File: config.mk
export PLATFORM = sky130hd
export DESIGN_NAME = audio_sof_clock_ratio_meter
export DESIGN_NICKNAME = d
export VERILOG_FILES = /design/src/hw/rtl/ascrm_pkg.sv /design/src/hw/rtl/ascrm_div.sv /design/src/hw/rtl/ascrm_mul.sv /design/src/hw/rtl/audio_sof_clock_ratio_meter.sv
export SDC_FILE = /design/constraint.sdc
export NUM_CORES = 1
export LEC_CHECK = 0
export BUFFER_PORTS_ARGS = -buffer_cell sky130_fd_sc_hd__buf_2
export CAP_MARGIN = 40
export CORE_MARGIN = 4
export CORE_UTILIZATION = 25
export DETAILED_ROUTE_END_ITERATION = 10
export GPL_TIMING_DRIVEN = 1
export PLACE_DENSITY = 0.46
export REMOVE_ABC_BUFFERS = 1
export SETUP_SLACK_MARGIN = 0.15
export SYNTH_ARGS = -nofsm -noshare
export SYNTH_HDL_FRONTEND = slang
export SYNTH_SLANG_ARGS = --single-unit
File: constraint.sdc
create_clock -name clk -period 15.25 [get_ports clk]
set_input_delay 0.7625 -clock clk [delete_from_list [all_inputs] [get_ports clk]]
set_output_delay 0.7625 -clock clk [all_outputs]
set_load 0.02 [all_outputs]
File: src/hw/rtl/ascrm_pkg.sv
// shared types and constants for the audio sof clock ratio meter
// used by the serial divider, the serial multiplier and the top level

package ascrm_pkg;

    // serial datapath widths
    localparam int DivWidth = 33;
    localparam int DivCntW  = 6;
    localparam int MulWidth = 32;
    localparam int MulCntW  = 5;

    // configuration field widths and reset values
    localparam int TfWidth = 25;
    localparam int SrWidth = 19;
    localparam logic [TfWidth-1:0] TfReset = 25'd1000;

    // timer ticks per millisecond divisor, all-ones dividend for reciprocals
    localparam logic [DivWidth-1:0] MsDivisor = 33'd1000;
    localparam logic [DivWidth-1:0] RecipOnes = 33'h0_FFFF_FFFF;

    // register select, from paddr bit 2
    typedef enum logic {
        REG_TIMER_FREQ = 1'b0,
        REG_SAMPLE_RATE = 1'b1
    } reg_sel_t;

    // sequencer states, one-hot
    typedef enum logic [8:0] {
        ST_IDLE  = 9'b000000001,
        ST_FDIV  = 9'b000000010,
        ST_WDIV  = 9'b000000100,
        ST_MWDIV = 9'b000001000,
        ST_MFDIV = 9'b000010000,
        ST_MUL0  = 9'b000100000,
        ST_MUL1  = 9'b001000000,
        ST_MUL2  = 9'b010000000,
        ST_DONE  = 9'b100000000
    } state_t;

endpackage

File: src/hw/rtl/ascrm_div.sv
// bit-serial restoring divider, one quotient bit per cycle
// depends on ascrm_pkg for its width

module ascrm_div (
    input  logic                            clk,
    input  logic                            rst_n,
    input  logic                            start,
    input  logic [ascrm_pkg::DivWidth-1:0]  dividend,
    input  logic [ascrm_pkg::DivWidth-1:0]  divisor,
    output logic [ascrm_pkg::DivWidth-1:0]  quotient,
    output logic                            done
);
    import ascrm_pkg::*;

    logic                busy_reg, busy_next;
    logic                done_reg, done_next;
    logic [DivCntW-1:0]  cnt_reg, cnt_next;
    logic [DivWidth-1:0] quo_reg, quo_next;
    logic [DivWidth-1:0] rem_reg, rem_next;
    logic [DivWidth-1:0] dvs_reg, dvs_next;
    logic [DivWidth:0]   trial;
    logic [DivWidth:0]   diff;
    logic                ge;

    // one restoring step
    always_comb
    begin
        trial = {rem_reg, quo_reg[DivWidth-1]};
        diff  = trial - {1'b0, dvs_reg};
        ge    = (trial >= {1'b0, dvs_reg});
    end

    // control
    always_comb
    begin
        busy_next = busy_reg;
        done_next = 1'b0;
        cnt_next  = cnt_reg;
        if (start)
        begin
            busy_next = 1'b1;
            cnt_next  = '0;
        end
        else if (busy_reg)
        begin
            cnt_next = cnt_reg + 1'b1;
            if (cnt_reg == DivCntW'(DivWidth - 1))
            begin
                busy_next = 1'b0;
                done_next = 1'b1;
            end
        end
    end

    // datapath
    always_comb
    begin
        quo_next = quo_reg;
        rem_next = rem_reg;
        dvs_next = dvs_reg;
        if (start)
        begin
            quo_next = dividend;
            rem_next = '0;
            dvs_next = divisor;
        end
        else if (busy_reg)
        begin
            quo_next = {quo_reg[DivWidth-2:0], ge};
            rem_next = ge ? diff[DivWidth-1:0] : trial[DivWidth-1:0];
        end
    end

    always_ff @(posedge clk or negedge rst_n)
    begin
        if (!rst_n)
        begin
            busy_reg <= 1'b0;
            done_reg <= 1'b0;
            cnt_reg  <= '0;
        end
        else
        begin
            busy_reg <= busy_next;
            done_reg <= done_next;
            cnt_reg  <= cnt_next;
        end
    end

    always_ff @(posedge clk)
    begin
        quo_reg <= quo_next;
        rem_reg <= rem_next;
        dvs_reg <= dvs_next;
    end

    assign quotient = quo_reg;
    assign done     = done_reg;

endmodule

File: src/hw/rtl/ascrm_mul.sv
// bit-serial shift-add multiplier, one multiplier bit per cycle
// depends on ascrm_pkg for its width

module ascrm_mul (
    input  logic                              clk,
    input  logic                              rst_n,
    input  logic                              start,
    input  logic [ascrm_pkg::MulWidth-1:0]    a,
    input  logic [ascrm_pkg::MulWidth-1:0]    b,
    output logic [2*ascrm_pkg::MulWidth-1:0]  product,
    output logic                              done
);
    import ascrm_pkg::*;

    logic                busy_reg, busy_next;
    logic                done_reg, done_next;
    logic [MulCntW-1:0]  cnt_reg, cnt_next;
    logic [MulWidth-1:0] a_reg, a_next;
    logic [MulWidth-1:0] hi_reg, hi_next;
    logic [MulWidth-1:0] lo_reg, lo_next;
    logic [MulWidth:0]   sum;

    // partial sum for the current multiplier bit
    assign sum = {1'b0, hi_reg} + (lo_reg[0] ? {1'b0, a_reg} : '0);

    // control
    always_comb
    begin
        busy_next = busy_reg;
        done_next = 1'b0;
        cnt_next  = cnt_reg;
        if (start)
        begin
            busy_next = 1'b1;
            cnt_next  = '0;
        end
        else if (busy_reg)
        begin
            cnt_next = cnt_reg + 1'b1;
            if (cnt_reg == MulCntW'(MulWidth - 1))
            begin
                busy_next = 1'b0;
                done_next = 1'b1;
            end
        end
    end

    // datapath
    always_comb
    begin
        a_next  = a_reg;
        hi_next = hi_reg;
        lo_next = lo_reg;
        if (start)
        begin
            a_next  = a;
            hi_next = '0;
            lo_next = b;
        end
        else if (busy_reg)
        begin
            hi_next = sum[MulWidth:1];
            lo_next = {sum[0], lo_reg[MulWidth-1:1]};
        end
    end

    always_ff @(posedge clk or negedge rst_n)
    begin
        if (!rst_n)
        begin
            busy_reg <= 1'b0;
            done_reg <= 1'b0;
            cnt_reg  <= '0;
        end
        else
        begin
            busy_reg <= busy_next;
            done_reg <= done_next;
            cnt_reg  <= cnt_next;
        end
    end

    always_ff @(posedge clk)
    begin
        a_reg  <= a_next;
        hi_reg <= hi_next;
        lo_reg <= lo_next;
    end

    assign product = {hi_reg, lo_reg};
    assign done    = done_reg;

endmodule

File: src/hw/rtl/audio_sof_clock_ratio_meter.sv
// top level of the audio sof clock ratio meter
// depends on ascrm_pkg, ascrm_div and ascrm_mul
//
// Usage:
//   The input stream carries one beat per capture event: s_tdata holds the
//   word-select and start-of-frame timer captures, s_tuser the restart and
//   edge flags. Each accepted beat updates the two measured periods and
//   yields exactly one output beat with the clock ratio, both periods and
//   the high-speed flag.
//   The APB port sets the timer frequency (address 0) and the nominal
//   sample rate (address 4); write them only while no beat is in flight.
//   Each accepted beat runs four divisions and three multiplications in turn
//   on one shared bit-serial divider and one bit-serial multiplier, and
//   then loads the output register. One beat is worked on at a time: a new
//   beat is taken only once the last result is loaded. s_tready rises again
//   as soon as the result sits in the output register, so the next input
//   can be taken while it waits.
//   If m_tready stays low, the finished result holds and the following
//   computation stalls at its end until the output register is free.
//   Reset clears the periods, valid marks and output valid flag, and sets
//   the timer frequency to 1000 and the sample rate to 0.

module audio_sof_clock_ratio_meter #(
    parameter int CAPTURE_WIDTH = 16
) (
    input  logic        clk,
    input  logic        rst_n,
    // input beat
    input  logic        s_tvalid,
    output logic        s_tready,
    input  logic [31:0] s_tdata,    // word_capture[15:0], frame_capture[31:16]
    input  logic [2:0]  s_tuser,    // restart[0], word_edge[1], frame_edge[2]
    // output beat
    output logic        m_tvalid,
    input  logic        m_tready,
    output logic [63:0] m_tdata,    // ratio[31:0], word_period[47:32], frame_period[63:48]
    output logic        m_tuser,    // high_speed[0]
    // configuration
    input  logic        psel,
    input  logic        penable,
    input  logic        pwrite,
    input  logic [2:0]  paddr,
    input  logic [31:0] pwdata,
    output logic [31:0] prdata,
    output logic        pready
);
    import ascrm_pkg::*;

    localparam logic [63:0] CapMaskWide = (64'd1 << CAPTURE_WIDTH) - 64'd1;
    localparam logic [15:0] CapMask = (CAPTURE_WIDTH >= 16) ? 16'hFFFF : CapMaskWide[15:0];

    // configuration registers
    logic [TfWidth-1:0] tf_reg;
    logic [SrWidth-1:0] sr_reg;
    logic               cfg_wr;
    reg_sel_t           cfg_sel;

    assign pready  = 1'b1;
    assign cfg_wr  = psel && penable && pwrite && pready;
    assign cfg_sel = reg_sel_t'(paddr[2]);

    always_ff @(posedge clk or negedge rst_n)
    begin
        if (!rst_n)
        begin
            tf_reg <= TfReset;
            sr_reg <= '0;
        end
        else if (cfg_wr)
        begin
            unique case (cfg_sel)
                REG_TIMER_FREQ:  tf_reg <= pwdata[TfWidth-1:0];
                REG_SAMPLE_RATE: sr_reg <= pwdata[SrWidth-1:0];
                default:         tf_reg <= tf_reg;
            endcase
        end
    end

    always_comb
    begin
        unique case (cfg_sel)
            REG_TIMER_FREQ:  prdata = {{(32-TfWidth){1'b0}}, tf_reg};
            REG_SAMPLE_RATE: prdata = {{(32-SrWidth){1'b0}}, sr_reg};
            default:         prdata = '0;
        endcase
    end

    // input fields
    logic        in_restart, in_wedge, in_fedge, in_accept;
    logic [15:0] in_wcap, in_fcap;

    assign in_restart = s_tuser[0];
    assign in_wedge   = s_tuser[1];
    assign in_fedge   = s_tuser[2];
    assign in_wcap    = s_tdata[15:0] & CapMask;
    assign in_fcap    = s_tdata[31:16] & CapMask;
    assign in_accept  = s_tvalid && s_tready;

    // capture state
    logic [15:0] wlast_reg, wlast_next, wlen_reg, wlen_next;
    logic [15:0] flast_reg, flast_next, flen_reg, flen_next;
    logic        wseen_reg, wseen_next, fseen_reg, fseen_next;

    always_comb
    begin
        wlast_next = wlast_reg;
        wlen_next  = wlen_reg;
        wseen_next = wseen_reg;
        flast_next = flast_reg;
        flen_next  = flen_reg;
        fseen_next = fseen_reg;
        if (in_accept)
        begin
            if (in_restart)
            begin
                wlen_next  = '0;
                flen_next  = '0;
                wseen_next = 1'b0;
                fseen_next = 1'b0;
            end
            if (in_wedge)
            begin
                if (wseen_next)
                    wlen_next = (in_wcap - wlast_reg) & CapMask;
                wlast_next = in_wcap;
                wseen_next = 1'b1;
            end
            if (in_fedge)
            begin
                if (fseen_next)
                    flen_next = (in_fcap - flast_reg) & CapMask;
                flast_next = in_fcap;
                fseen_next = 1'b1;
            end
        end
    end

    always_ff @(posedge clk or negedge rst_n)
    begin
        if (!rst_n)
        begin
            wlast_reg <= '0;
            wlen_reg  <= '0;
            wseen_reg <= 1'b0;
            flast_reg <= '0;
            flen_reg  <= '0;
            fseen_reg <= 1'b0;
        end
        else
        begin
            wlast_reg <= wlast_next;
            wlen_reg  <= wlen_next;
            wseen_reg <= wseen_next;
            flast_reg <= flast_next;
            flen_reg  <= flen_next;
            fseen_reg <= fseen_next;
        end
    end

    // shared serial units
    logic                  div_start, div_done;
    logic [DivWidth-1:0]   div_dividend, div_divisor, div_quo;
    logic                  mul_start, mul_done;
    logic [MulWidth-1:0]   mul_a, mul_b;
    logic [2*MulWidth-1:0] mul_prod;

    ascrm_div u_div (
        .clk      (clk),
        .rst_n    (rst_n),
        .start    (div_start),
        .dividend (div_dividend),
        .divisor  (div_divisor),
        .quotient (div_quo),
        .done     (div_done)
    );

    ascrm_mul u_mul (
        .clk     (clk),
        .rst_n   (rst_n),
        .start   (mul_start),
        .a       (mul_a),
        .b       (mul_b),
        .product (mul_prod),
        .done    (mul_done)
    );

    // sequencer and intermediate registers
    state_t              state_reg, state_next;
    logic                dstart_reg, dstart_next, mstart_reg, mstart_next;
    logic                oval_reg, oval_next;
    logic [15:0]         expf_reg, expf_next;
    logic [DivWidth-1:0] expw_reg, expw_next;
    logic [31:0]         mulw_reg, mulw_next, mulf_reg, mulf_next;
    logic [31:0]         r_reg, r_next;
    logic [63:0]         odata_reg, odata_next;
    logic                ohs_reg, ohs_next;
    logic                frame_short, ratio_zero, out_free;
    logic [15:0]         expf_sel;

    assign frame_short = (flen_reg < (expf_reg >> 2));
    assign expf_sel    = frame_short ? (expf_reg >> 3) : expf_reg;
    assign ratio_zero  = (wlen_reg == '0) || (flen_reg == '0) || (sr_reg == '0)
                         || (expw_reg == '0);
    assign out_free    = !oval_reg || m_tready;

    // divider operands by step
    always_comb
    begin
        div_dividend = RecipOnes;
        div_divisor  = MsDivisor;
        unique case (state_reg)
            ST_FDIV:
            begin
                div_dividend = {{(DivWidth-TfWidth){1'b0}}, tf_reg};
            end
            ST_WDIV:
            begin
                div_dividend = {1'b0, tf_reg, 7'd0}
                               + {{(DivWidth-SrWidth+1){1'b0}}, sr_reg[SrWidth-1:1]};
                div_divisor  = {{(DivWidth-SrWidth){1'b0}}, sr_reg};
            end
            ST_MWDIV: div_divisor = expw_reg;
            ST_MFDIV: div_divisor = {{(DivWidth-16){1'b0}}, flen_reg};
            default:  div_divisor = MsDivisor;
        endcase
    end

    // multiplier operands by step
    always_comb
    begin
        mul_a = r_reg;
        mul_b = mulw_reg;
        unique case (state_reg)
            ST_MUL0:
            begin
                mul_a = {16'd0, wlen_reg};
                mul_b = {16'd0, expf_sel};
            end
            ST_MUL1: mul_b = mulf_reg;
            default: mul_b = mulw_reg;
        endcase
    end

    always_comb
    begin
        state_next  = state_reg;
        dstart_next = 1'b0;
        mstart_next = 1'b0;
        oval_next   = oval_reg && !m_tready;
        expf_next   = expf_reg;
        expw_next   = expw_reg;
        mulw_next   = mulw_reg;
        mulf_next   = mulf_reg;
        r_next      = r_reg;
        odata_next  = odata_reg;
        ohs_next    = ohs_reg;
        unique case (state_reg)
            ST_IDLE:
            begin
                if (in_accept)
                begin
                    state_next  = ST_FDIV;
                    dstart_next = 1'b1;
                end
            end
            ST_FDIV:
            begin
                if (div_done)
                begin
                    expf_next   = div_quo[15:0];
                    state_next  = ST_WDIV;
                    dstart_next = 1'b1;
                end
            end
            ST_WDIV:
            begin
                if (div_done)
                begin
                    expw_next   = div_quo;
                    state_next  = ST_MWDIV;
                    dstart_next = 1'b1;
                end
            end
            ST_MWDIV:
            begin
                if (div_done)
                begin
                    mulw_next   = div_quo[31:0];
                    state_next  = ST_MFDIV;
                    dstart_next = 1'b1;
                end
            end
            ST_MFDIV:
            begin
                if (div_done)
                begin
                    mulf_next   = div_quo[31:0];
                    state_next  = ST_MUL0;
                    mstart_next = 1'b1;
                end
            end
            ST_MUL0:
            begin
                if (mul_done)
                begin
                    r_next      = mul_prod[31:0];
                    state_next  = ST_MUL1;
                    mstart_next = 1'b1;
                end
            end
            ST_MUL1:
            begin
                if (mul_done)
                begin
                    r_next      = mul_prod[55:24];
                    state_next  = ST_MUL2;
                    mstart_next = 1'b1;
                end
            end
            ST_MUL2:
            begin
                if (mul_done)
                begin
                    r_next     = mul_prod[55:24];
                    state_next = ST_DONE;
                end
            end
            ST_DONE:
            begin
                // load the output register once it is free
                if (out_free)
                begin
                    oval_next  = 1'b1;
                    odata_next = {flen_reg, wlen_reg, ratio_zero ? 32'd0 : r_reg};
                    ohs_next   = (flen_reg != '0) && frame_short;
                    state_next = ST_IDLE;
                end
            end
            default: state_next = ST_IDLE;
        endcase
    end

    always_ff @(posedge clk or negedge rst_n)
    begin
        if (!rst_n)
        begin
            state_reg  <= ST_IDLE;
            dstart_reg <= 1'b0;
            mstart_reg <= 1'b0;
            oval_reg   <= 1'b0;
        end
        else
        begin
            state_reg  <= state_next;
            dstart_reg <= dstart_next;
            mstart_reg <= mstart_next;
            oval_reg   <= oval_next;
        end
    end

    always_ff @(posedge clk)
    begin
        expf_reg  <= expf_next;
        expw_reg  <= expw_next;
        mulw_reg  <= mulw_next;
        mulf_reg  <= mulf_next;
        r_reg     <= r_next;
        odata_reg <= odata_next;
        ohs_reg   <= ohs_next;
    end

    assign div_start = dstart_reg;
    assign mul_start = mstart_reg;
    assign s_tready  = (state_reg == ST_IDLE);
    assign m_tvalid  = oval_reg;
    assign m_tdata   = odata_reg;
    assign m_tuser   = ohs_reg;

`ifndef SYNTHESIS
    a_div_done_in_div_step : assert property (@(posedge clk) disable iff (!rst_n)
        div_done |-> (state_reg == ST_FDIV || state_reg == ST_WDIV
                      || state_reg == ST_MWDIV || state_reg == ST_MFDIV))
        else $error("divider finished outside a division step");

    a_mul_done_in_mul_step : assert property (@(posedge clk) disable iff (!rst_n)
        mul_done |-> (state_reg == ST_MUL0 || state_reg == ST_MUL1
                      || state_reg == ST_MUL2))
        else $error("multiplier finished outside a multiply step");

    a_accept_starts_work : assert property (@(posedge clk) disable iff (!rst_n)
        in_accept |=> (state_reg == ST_FDIV && div_start))
        else $error("accepted beat did not start the division chain");

    a_high_speed_needs_period : assert property (@(posedge clk) disable iff (!rst_n)
        (m_tvalid && m_tuser) |-> (m_tdata[63:48] != 16'd0))
        else $error("high speed flagged with zero frame period");
`endif

endmodule
==> impl_metrics.ini <==
[layout]
stdcell_count = 4215
multi_input_area_sq_um = 12100
nNetsFinal = 2875
syn2layout_area_growth_pct = 17.0
nFillCells = 11600
largest_reg_flops = 64
regArea_sq_um = 15000
drive_gt1_frac = 0.176

[clock_tree]
root_buffer = clkbuf_16
cts_tree = yes
clkLatencyLatePin_ns = 0.63
cts_hold_buffers = 0
clock_path_buffers = 3
post_cts_buffers = 0
cts.clk_slew.worst_paths_ns = 0.06
cts.sinks = 542
cts_resized = 0
numCtsBuffers = 68
htreeDepth = 3

[grt]
grtUsageMet3 = 0.0226
overflow = 0
antenna_found_initial = 2
use_met1 = 0.201
grt_pass1_vias = 20100
use_met2 = 0.228
grt_first_pass_wirelength_mm = 128
grt_util_all_layers = 0.143
grt_max_degree = 70
top_usage_layer = met2

[synth]
synth_cell_type_count = 98
synth_area_sq_um = 27900
yosys.area.top_type = edfxtp_1
syn-instance-count = 2516
ys_warn_count = 0
yosys-top-cells-area = edfxtp_1 (37%), dfrtp_1 (12%), ha_1 (5.5%), mux2_2 (5.0%), dfxtp_1 (4.7%)
seq_area_frac_synth = 0.535
ys_async_sr_fraction = 0.253
synth_ff_type = edfxtp_1
synth-seq-cells = 542
synth_edf_count = 340
synth_top_area_frac = 0.365
syn_avg_cell_area_sq_um = 11.1

[sta]
final_hold_viol_count = 0
fin_skew_ns = 0.0267
layout_min_cycle_time_ns = 3.79
relSlewSlack = 0.406
drv_slew = 0
worst_slew_pin_slew_ns = 0.891
setup_tns_ns = 0
fin_crit_sh = 0.248
max_freq_ghz = 0.264
setup_viol = 0
rsz0062_at_grt = no

[place]
dp_cells = 4088
gp_congestion = 0.862
dp_hpwl_mm = 60.6
port_buffers = 159

[outcome]
run_status = completed

[power_and_ir_drop]
p_switching_mw = 1.87
leakage_nw = 12.6
clkPwrFrac = 0.302
internal_power_mw = 3.48
power_density_nw_per_um2 = 164
switching_share = 0.350
pwr-share-comb = 0.292
seqPwrFrac = 0.406
ir_drop_mv = 0.0735

[setup_path]
critPathRequiredTime_ns = 15.76
reg2reg_from = u_mul.lo_reg[0]
critPathKind = reg2reg
critPathCaptureType = register
critical_path.max_fanout = 33
reg2reg_slack_ns = 11.46
cp_data_arrival_time_ns = 4.30
reg2reg_depth = 13
critPathLaunchType = register
reg2reg_to = u_mul.hi_reg[29]

[die]
dieArea_sq_um = 117000
die_h_microns = 342
rows = 122
start_util = 0.252
ios = 177
fp.dieW_microns = 342
core_sq_um = 111000

[route]
wl_per_cell_microns = 20.1
drcViolationCount = 0
antenna_left = 0
firstDrtPassIters = 6
num_vias = 20000
drt-initial-drc-count = 1429
wl_mm = 84.6
viasPerCell = 4.75

[job]
cap_violations = 0

[min_path]
hold_path.class = in2async
cell usage in the layout (no fill, tap or decap), types with 9 or more instances in the layout:
master | synthesis | layout
clkbuf_16 | 0 | 68
dfrtp_1 | 130 | 127
xnor2_1 | 65 | 65
nor3_1 | 34 | 33
o21ai_0 | 110 | 110
o21a_1 | 20 | 20
nand3b_1 | 11 | 11
a222oi_1 | 15 | 15
nor2_1 | 199 | 198
nand3_1 | 54 | 54
nand4_1 | 18 | 18
clkbuf_1 | 92 | 24
or3_1 | 17 | 17
and3_1 | 24 | 24
a21oi_1 | 124 | 122
a31oi_1 | 37 | 37
edfxtp_1 | 340 | 340
a311oi_1 | 24 | 24
nor4_1 | 32 | 32
a21o_1 | 36 | 36
clkinv_2 | 0 | 11
and2_1 | 106 | 106
mux2_2 | 125 | 125
nand2_1 | 212 | 212
dfxtp_1 | 65 | 65
a211oi_1 | 19 | 19
buf_2 | 3 | 158
ha_1 | 123 | 123
nor2b_1 | 22 | 21
a22oi_1 | 58 | 58
a22o_1 | 15 | 15
xor2_1 | 36 | 36
o21bai_1 | 12 | 12
buf_4 | 9 | 35
inv_1 | 123 | 123
mux2i_1 | 30 | 30
nand2b_1 | 9 | 9
cell type report:
type,instances,area share
multi-input combinational,1738,0.369
clock inverter,31,0.0116
clock buffer,95,0.0561
timing repair buffer,196,0.0340
antenna,1,0.0000766
tap,1488,0.0570
sequential,542,0.458
inverter,124,0.0142
logic make-up (layout without fill, tap and decap cells):
group / Yosys count / in the layout / share of synthesized area
AOI/OAI and AO/OA: 572 / 572 / 0.141
buffers and inverters: 242 / 446 / 0.0356
adders and majority gates: 128 / 128 / 0.0587
DFF: 542 / 542 / 0.535
xor gates and xnor gates: 101 / 101 / 0.0317
and+or+nand+nor: 774 / 774 / 0.137
muxes: 155 / 155 / 0.0611
other: 2 / 9 / 0.000269
how the worst max path moves through the flow:
| stage | startpoint | to | cells after the start |
|---|---|---|---|
| finish | u_mul.lo_reg[0] | u_mul.hi_reg[29] | 13 |
| CTS | u_mul.lo_reg[0] | u_mul.hi_reg[29] | 13 |
| global route | u_mul.lo_reg[0] | u_mul.hi_reg[29] | 13 |
| detailed placement | u_mul.lo_reg[0] | u_mul.hi_reg[29] | 13 |
| global placement | u_mul.lo_reg[0] | u_mul.hi_reg[29] | 13 |
| floorplan | state_reg[5] | u_mul.lo_reg[0] | 6 |
synthesized netlist by cell type, drive strengths merged (6+ instances only):
master and count:
edfxtp 340, nand2 214, nor2 199, dfrtp 130, a21oi 126, mux2 125
ha 123, inv 123, o21ai 114, and2 106, clkbuf 93, dfxtp 65
xnor2 65, a22oi 58, nand3 56, a21o 39, a31oi 37, xor2 36
nor3 34, nor4 33, mux2i 30, a311oi 25, buf 25, and3 24
nor2b 22, a211oi 21, o21a 20, nand4 18, or3 17, a222oi 15
a22o 15, o21bai 12, o31ai 12, nand3b 11, a2111oi 9, a211o 9
nand2b 9, a31o 7, dfstp 7, nor3b 7, o41ai 6, or2 6
metal layers:
layer | up-vias | share of wire | wire length [microns]
met3 | 106 | 0.047 | 3990
met2 | 477 | 0.46 | 38900
met5 | - | 0 | 0
met4 | 0 | 0.021 | 1800
li1 | 9616 | - | -
met1 | 9842 | 0.47 | 39900
power groups by stage:
stage / sequential [mW] / combinational, mW / clock, mW
floorplan: 2.04 / 1.18 / 0
global placement: 2.20 / 1.55 / 0
finish: 2.17 / 1.56 / 1.62
global route: 2.20 / 1.76 / 1.72
CTS: 2.18 / 1.57 / 1.67
detailed placement: 2.20 / 1.55 / 0
stage by stage:
step	cell area [sq um]	power (mW)	hold slack (ns)	setup slack, ns	utilization
final	32700	5.35	0.114	11.46	0.295
after detailed placement	30500	3.76	0.472	11.44	0.275
after global placement	30400	3.75	0.463	11.51	0.274
after floorplan	27400	3.22	0.446	9.75	-
after CTS	32700	5.41	0.110	11.43	0.295
after global routing	32700	5.69	0.138	11.17	0.295
worst max-delay path: stages (launching register included):
cell,delay (ns)
edfxtp_1,0.38
buf_4,0.25
and2_1,0.19
ha_1,0.22
fa_1,0.45
a211oi_2,0.31
nor4_2,0.10
o31ai_2,0.48
o31ai_4,0.16
o31ai_2,0.34
a311oi_2,0.20
a221oi_2,0.30
xnor2_1,0.09
a22o_1,0.19
No activity file was read; power rests on OpenSTA's default activity.
